<file path="config.mk">
export PLATFORM = sky130hd
export DESIGN_NAME = hvd_isqrt
export DESIGN_NICKNAME = d
export VERILOG_FILES = /design/src/hvd_pkg.sv /design/src/hvd_isqrt.sv
export SDC_FILE = /design/constraint.sdc
export NUM_CORES = 2
export LEC_CHECK = 0
export BUFFER_PORTS_ARGS = -buffer_cell sky130_fd_sc_hd__buf_2
export CAP_MARGIN = 10
export CELL_PAD_IN_SITES_DETAIL_PLACEMENT = 2
export CELL_PAD_IN_SITES_GLOBAL_PLACEMENT = 2
export CORE_MARGIN = 1.5
export CORE_UTILIZATION = 41
export CTS_BUF_LIST = sky130_fd_sc_hd__clkbuf_16
export CTS_CLUSTER_DIAMETER = 120
export DETAILED_ROUTE_END_ITERATION = 10
export PLACE_DENSITY = 0.79
export SYNTH_ARGS = -nofsm -noshare
export SYNTH_HDL_FRONTEND = slang
export SYNTH_SLANG_ARGS = --single-unit
</file>
<file path="constraint.sdc">
create_clock -name clk -period 3.2 [get_ports clk]
set_input_delay 0.16 -clock clk [delete_from_list [all_inputs] [get_ports clk]]
set_output_delay 0.16 -clock clk [all_outputs]
set_load 0.01 [all_outputs]
</file>
<file path="src/hvd_pkg.sv">
package hvd_pkg;

  localparam int CORDIC_STAGES_DEF = 32;
  localparam int CW                = 36;  // CORDIC datapath, Q32 signed
  localparam int COORD_W           = 32;
  localparam int COS_W             = 32;  // cosine, Q30 signed
  localparam int DIST_W            = 32;
  localparam int RADIUS_W          = 23;
  localparam int SCALE_W           = 31;  // 200 * radius
  localparam int ISQ_STEPS         = 31;
  localparam int ISQ_IN_W          = 61;
  localparam int ISQ_ACC_W         = 62;
  localparam int COS_EXTRA_LAT     = 5;   // reduction stages plus rounding stage

  localparam logic [RADIUS_W-1:0] RADIUS_RST = 23'd6378137;
  localparam logic [SCALE_W-1:0]  SCALE_RST  = SCALE_W'(RADIUS_RST) * SCALE_W'(200);
  localparam logic signed [CW-1:0] GAIN_Q32  = 36'sd2608131496;

  // Restoring long division, evaluated at elaboration only.
  function automatic logic [63:0] udiv_c(input logic [63:0] num, input logic [63:0] den);
    logic [63:0] q;
    logic [64:0] rem;
    q   = '0;
    rem = '0;
    for (int b = 63; b >= 0; b--) begin
      rem = {rem[63:0], num[b]};
      if (rem >= {1'b0, den}) begin
        rem  = rem - {1'b0, den};
        q[b] = 1'b1;
      end
    end
    return q;
  endfunction

  // arctan(1/n) at 2^-60 scale from its series
  function automatic logic [63:0] atan_recip(input logic [63:0] n);
    logic [63:0] p;
    logic [63:0] sum;
    logic [63:0] term;
    p   = udiv_c(64'h1000_0000_0000_0000, n);
    sum = '0;
    for (int k = 0; k < 40; k++) begin
      if (p != '0) begin
        term = udiv_c(p, 64'(2 * k + 1));
        sum  = ((k & 1) != 0) ? sum - term : sum + term;
        p    = udiv_c(udiv_c(p, n), n);
      end
    end
    return sum;
  endfunction

  // CORDIC step angle atan(2^-i) in Q32, rounded to nearest
  function automatic logic [CW-1:0] atan_q32(input int i);
    logic [63:0] q;
    if (i == 0) begin
      q = atan_recip(64'd2) + atan_recip(64'd3);
    end else begin
      q = atan_recip(64'd1 << i);
    end
    return CW'((q + 64'h800_0000) >> 28);
  endfunction

  localparam logic [63:0]   QUARTER_Q60 = atan_recip(64'd2) + atan_recip(64'd3);
  localparam logic [CW-1:0] PI_Q32      = CW'(((QUARTER_Q60 << 2) + 64'h800_0000) >> 28);
  localparam logic [CW-1:0] TWO_PI_Q32  = PI_Q32 << 1;
  localparam logic [CW-1:0] HALF_PI_Q32 = PI_Q32 >> 1;

endpackage

</file>
<file path="src/hvd_isqrt.sv">
module hvd_isqrt (
  input  logic                             clk,
  input  logic                             en,
  input  logic [hvd_pkg::ISQ_IN_W-1:0]     radicand,
  output logic [hvd_pkg::ISQ_STEPS-1:0]    root
);
  import hvd_pkg::*;

  logic [ISQ_ACC_W-1:0] rem_r [ISQ_STEPS-1];
  logic [ISQ_ACC_W-1:0] res_r [ISQ_STEPS];

  // one result bit per stage, from the top pair of radicand bits down
  for (genvar k = 0; k < ISQ_STEPS; k++) begin : g_step
    localparam logic [ISQ_ACC_W-1:0] BIT_K = ISQ_ACC_W'(1) << (2 * (ISQ_STEPS - 1 - k));
    logic [ISQ_ACC_W-1:0] rem_i;
    logic [ISQ_ACC_W-1:0] res_i;
    logic [ISQ_ACC_W-1:0] trial;
    if (k == 0) begin : g_first
      assign rem_i = ISQ_ACC_W'(radicand);
      assign res_i = '0;
    end else begin : g_next
      assign rem_i = rem_r[k-1];
      assign res_i = res_r[k-1];
    end
    assign trial = res_i + BIT_K;
    always_ff @(posedge clk) begin
      if (en) begin
        res_r[k] <= (rem_i >= trial) ? (res_i >> 1) + BIT_K : res_i >> 1;
      end
    end
    if (k < ISQ_STEPS - 1) begin : g_rem
      always_ff @(posedge clk) begin
        if (en) begin
          rem_r[k] <= (rem_i >= trial) ? rem_i - trial : rem_i;
        end
      end
    end
  end

  assign root = res_r[ISQ_STEPS-1][ISQ_STEPS-1:0];

endmodule

</file>
==> results.txt, run 1 <==
Num CTS Buffers -> 270
First Error -> [ERROR GRT-0232] Routing congestion too high. Check the congestion heatmap in the GUI.
Fraction of registers with async set/reset -> 0%
Die width -> 528 um
CTS sink count -> 2356
Die Y -> 528 um
IO buf count -> 93
Syn_area_per_cell -> 12.5 um2
Pin count of the biggest net entering global routing -> 153
Num rows -> 192
Fail Step -> global routing (5_1_grt)
Gr usage total -> 67.7%
Synth top cells by count -> 2356 x edfxtp_1, 665 x nand2_1, 653 x inv_1
Count leader, synth -> edfxtp_1
Top_reg_cell synth -> edfxtp_1
Dominant cells by area after synthesis -> edfxtp_1 62%, ha_1 5.8%, xnor2_1 3.2%
# H-tree levels -> 5
Starting Density -> 41.3%
Yosys cell types -> 100
Post-synthesis simple-gate area fraction -> 12.6%
Largest family of logic cells by synthesized area -> simple AND/OR/NAND/NOR gates
CTS root buffer -> clkbuf_16
Post-Synth XOR/XNOR Area -> 6.23%
HPWL Detailed -> 363 mm
Post-Synthesis Cells -> 9078
Grt ovf -> 42
Buffer depth of the longest clock path -> 4
Compound-gate portion of the synthesized area -> 9.42%
Area leader, netlist -> edfxtp_1
Yosys reg bits -> 2356
Mapped Area -> 113000 um2
Adder-cell share of the synthesized area -> 5.78%
EDFF count, synth -> 2356
Mux cell area share after synthesis -> 0.612%
Sequential area share after synthesis -> 62.5%
Yosys top cell area share -> 62.5%
Place WS -> -1.09 ns
Status -> aborted with a tool error
Routability cong. -> 0.940
Ys Warns -> 0
IO Pins -> 94
[metrics by stage]
stage | instances | area [um2] | hold slack (ns)
4_1_cts | 15200 | 152000 | 0.298
3_5_place_dp | 14100 | 129000 | 0.338
3_3_place_gp | 14100 | 129000 | 0.337
2_1_floorplan | 9079 | 113000 | 0.259
[per-layer routing]
layer  overflow  global-route usage (%)
met1          0                    65.3
met2         21                    87.0
met3          4                    49.0
met4         17                    70.6
met5          0                    32.3
[kinds of logic after synthesis]
family | after synthesis
DFF | 2356
adders and majority gates | 523
xor gates and xnor gates | 805
buffers and inverters | 840
other | 1
AOI/OAI and AO/OA | 1722
and+or+nand+nor | 2768
muxes | 63
[what timing repair did]
action	4_1_cts
setup endpoints to repair	922
cloned	39
resized for setup	2027
hold buffers	123
pin swaps	508
setup buffers	482
hold endpoints to repair	187
==> run 2: changes to the inputs <==
Settings changed: CELL_PAD_IN_SITES_DETAIL_PLACEMENT 2 to not set, CELL_PAD_IN_SITES_GLOBAL_PLACEMENT 2 to not set, CORE_UTILIZATION 41 to 40, CTS_BUF_LIST sky130_fd_sc_hd__clkbuf_16 to not set, CTS_CLUSTER_DIAMETER 120 to not set, PLACE_DENSITY 0.79 to not set, PLACE_DENSITY_LB_ADDON set to 0.15.
Clock period 3.2 ns to 4.2 ns, I/O delays scaled along.
==> run 2 against run 1 <==
  * The flow now finishes without violations
  * Synthesized cell count unchanged
  * Area after synthesis did not move
==> results.txt, run 2 <==
Core region area -> 282000 um2
Vias in the first global route -> 71200
Area leader, netlist -> edfxtp_1
Most common cell after layout, fill and taps aside -> edfxtp_1
Final setup vio count -> 0
Fin Setup TNS -> 0 ns
Unrepaired setup endpoints after global routing -> false
CP delay by family, top -> compound AO/OA/AOI/OAI gates
Hold_sp -> en
Met1 Use GR -> 28.9%
Gr usage total -> 20.7%
Biggest cell delay along the critical path -> 0.62 ns
Fill count -> 25400
Met3 GRT Util -> 2.88%
Largest registers -> rem_r x1860, res_r x496
Yosys top cell area share -> 62.5%
CP Data Required Time -> 4.81 ns
Initial DRC count -> 6437
Reg2Reg Depth -> 10
Crit path max fanout -> 27
Via Count -> 73200
Num CTS Buffers -> 274
Synthesis-to-layout area growth -> 14.2%
Most Used Layer, Global Route -> met2
IO Pins -> 94
Die width -> 535 um
# H-tree levels -> 5
Clk slew on worst S/H paths -> 0.06 ns
Reg2Reg Setup Slack -> 0.19 ns
Yosys cell types -> 100
Met2 Use GR -> 34.3%
Clock Skew -> 0.0757 ns
First-pass DRT Iterations -> 6
Slew @ Worst Pin -> 1.16 ns
Vias/cell -> 5.41
Final hold slack -> 0.409 ns
First-pass GRT wire length -> 451 mm
Hold Path Class -> in -> reg
Final Hold Fails -> 0
Count leader, synth -> edfxtp_1
Clock latency on the worst-skew pair -> 0.91 ns
Most frequent cells in the layout -> 2356 x edfxtp_1, 664 x nand2_1, 653 x inv_1, 575 x nor2_1, 536 x a21oi_1
Final antenna-violating net count -> 0
Place WS -> 0.245 ns
VDD IR max -> 0.302 mV
Die Y -> 535 um
Top reg by flops -> rem_r
HPWL Detailed -> 229 mm
DRC violations left -> 0
DR WL/cell -> 22.4 um
Worst r2r src -> rem_r[5][140]
Yosys reg bits -> 2356
Initial antenna violation count -> 13
Reg2Reg Capture Point -> rem_r[5][209]
Pin count of the biggest net entering global routing -> 201
Drt total wl -> 303 mm
Final Worst Setup Slack -> 0.193 ns
Max reg flops -> 1860
Top cell by count, worst path -> o31a_1
Hold endpoint -> rem_r[3][223]
IO buf count -> 93
Slowest-stage cell, CP -> or4_1
Starting Density -> 40.2%
Sequential area share after synthesis -> 62.5%
Buf/Inv on CP -> 1
Max_cap viols -> 0
Ratio of cells with drive above 1 in the final layout -> 8.14%
Fmax -> 250 MHz
Pwr per Cell Area -> 545 nW/um2
CTS tree -> built
Final worst path period need -> 4.01 ns
Die ar. -> 286000 um2
CTS root buffer -> clkbuf_16
Routability cong. -> 0.925
Post-Synthesis Cells -> 9078
Worst Setup End Kind -> flip-flop
Top_reg_cell synth -> edfxtp_1
Nets -> 10200
Grt ovf -> 0
Crit path arrival time -> 4.61 ns
Status -> finished, final reports clean
CTS sink count -> 2356
Fin crit share -> 95.4%
Worst Setup Start Kind -> flip-flop
Num rows -> 195
Cell breakdown of the critical path -> ha_1 -> nor2b_1 -> o31a_1 -> o31a_1 -> o2111a_1 -> or4_1 -> a21oi_1 -> and2_1 -> inv_2 -> mux2_1
Kind of critical path -> reg -> reg
Leak pwr -> 48.3 nW
Mapped Area -> 113000 um2
Synth top cells by count -> 2356 x edfxtp_1, 665 x nand2_1, 653 x inv_1
WHS Path Cells -> 2
Syn_area_per_cell -> 12.5 um2
EDFF count, synth -> 2356
Fraction of registers with async set/reset -> 0%
Rel. slew slack -> 22.6%
Ys Warns -> 0
Final Max Tran Viols -> 0
Buffer depth of the longest clock path -> 4
Dominant cells by area after synthesis -> edfxtp_1 62%, ha_1 5.8%, xnor2_1 3.2%
## run 2: cell counts after synthesis
Identical to the previous run, type by type.
## run 2: layout make-up
type / instances / area, um2 / share of cell area, %
multi-input cells: 5883 / 39300 / 30.4
diodes: 6 / 15.0 / 0.0116
inverters: 661 / 2480 / 1.92
repair buffers: 389 / 3250 / 2.51
well taps: 3743 / 4680 / 3.62
clock buffers: 330 / 7130 / 5.51
flip-flops and latches: 2356 / 70700 / 54.7
clock inverters: 162 / 1680 / 1.30
## run 2: per-stage QoR
step	util, %	instances	cell area (um2)	power [mW]
floorplan	-	9079	113000	41.7
global placement	42.3	12900	119000	47.1
detailed placement	42.3	12900	119000	47.1
CTS	45.9	13500	129000	71.1
global route	45.9	13500	129000	73.8
finish	45.9	13500	129000	70.5
## run 2: worst reg2reg max path: stages (launching register included)
cell and delay (ns):
edfxtp_1 0.42, ha_1 0.37, nor2b_1 0.16, o31a_1 0.27, o31a_1 0.29, o2111a_1 0.29, or4_1 0.62, a21oi_1 0.31
and2_1 0.34, inv_2 0.29, mux2_1 0.41
## run 2: kinds of logic after synthesis
kind of cell	Yosys count	share of synthesized area, %
simple gates	2768	12.6
flops	2356	62.5
compound gates	1722	9.42
buf+inv	840	2.84
xor+xnor	805	6.23
fa+ha+maj	523	5.78
mux	63	0.612
other cells	1	0.00331
## run 2: worst max path at each step
stage,startpoint,end,slack [ns],depth (start not counted)
finish,rem_r[5][140],rem_r[5][209],0.19,10
global route,rem_r[5][140],rem_r[5][209],0.004,10
CTS,rem_r[7][6],rem_r[7][117],0.17,10
detailed placement,rem_r[7][6],rem_r[7][117],0.24,10
global placement,rem_r[7][4],rem_r[7][117],0.21,10
floorplan,rem_r[5][140],rem_r[5][209],0.92,11
## run 2: power by group
group / internal, mW / total (mW) / switching [mW]
logic: 5.87 / 14.5 / 8.65
clock network: 13.8 / 23.6 / 9.82
registers: 29.8 / 32.4 / 2.55
## run 2: per-layer routing
metal  vias up  part of all wire (%)  wire, um
li1      35000                     -         -
met1     36000                    45    137000
met2      1870                    47    144000
met3       393                   5.2     15800
met4         2                   2.1      6350
met5         -                0.0043        13
## run 2: what timing repair did
action                                 in CTS  in global routing
setup endpoints to repair                   0                 21
endpoints found under the hold margin     226                  0
setup buffers                               0                  1
hold buffers                              123                  0
resized for setup                           0                  2
Power figures use the tool's default switching activity.
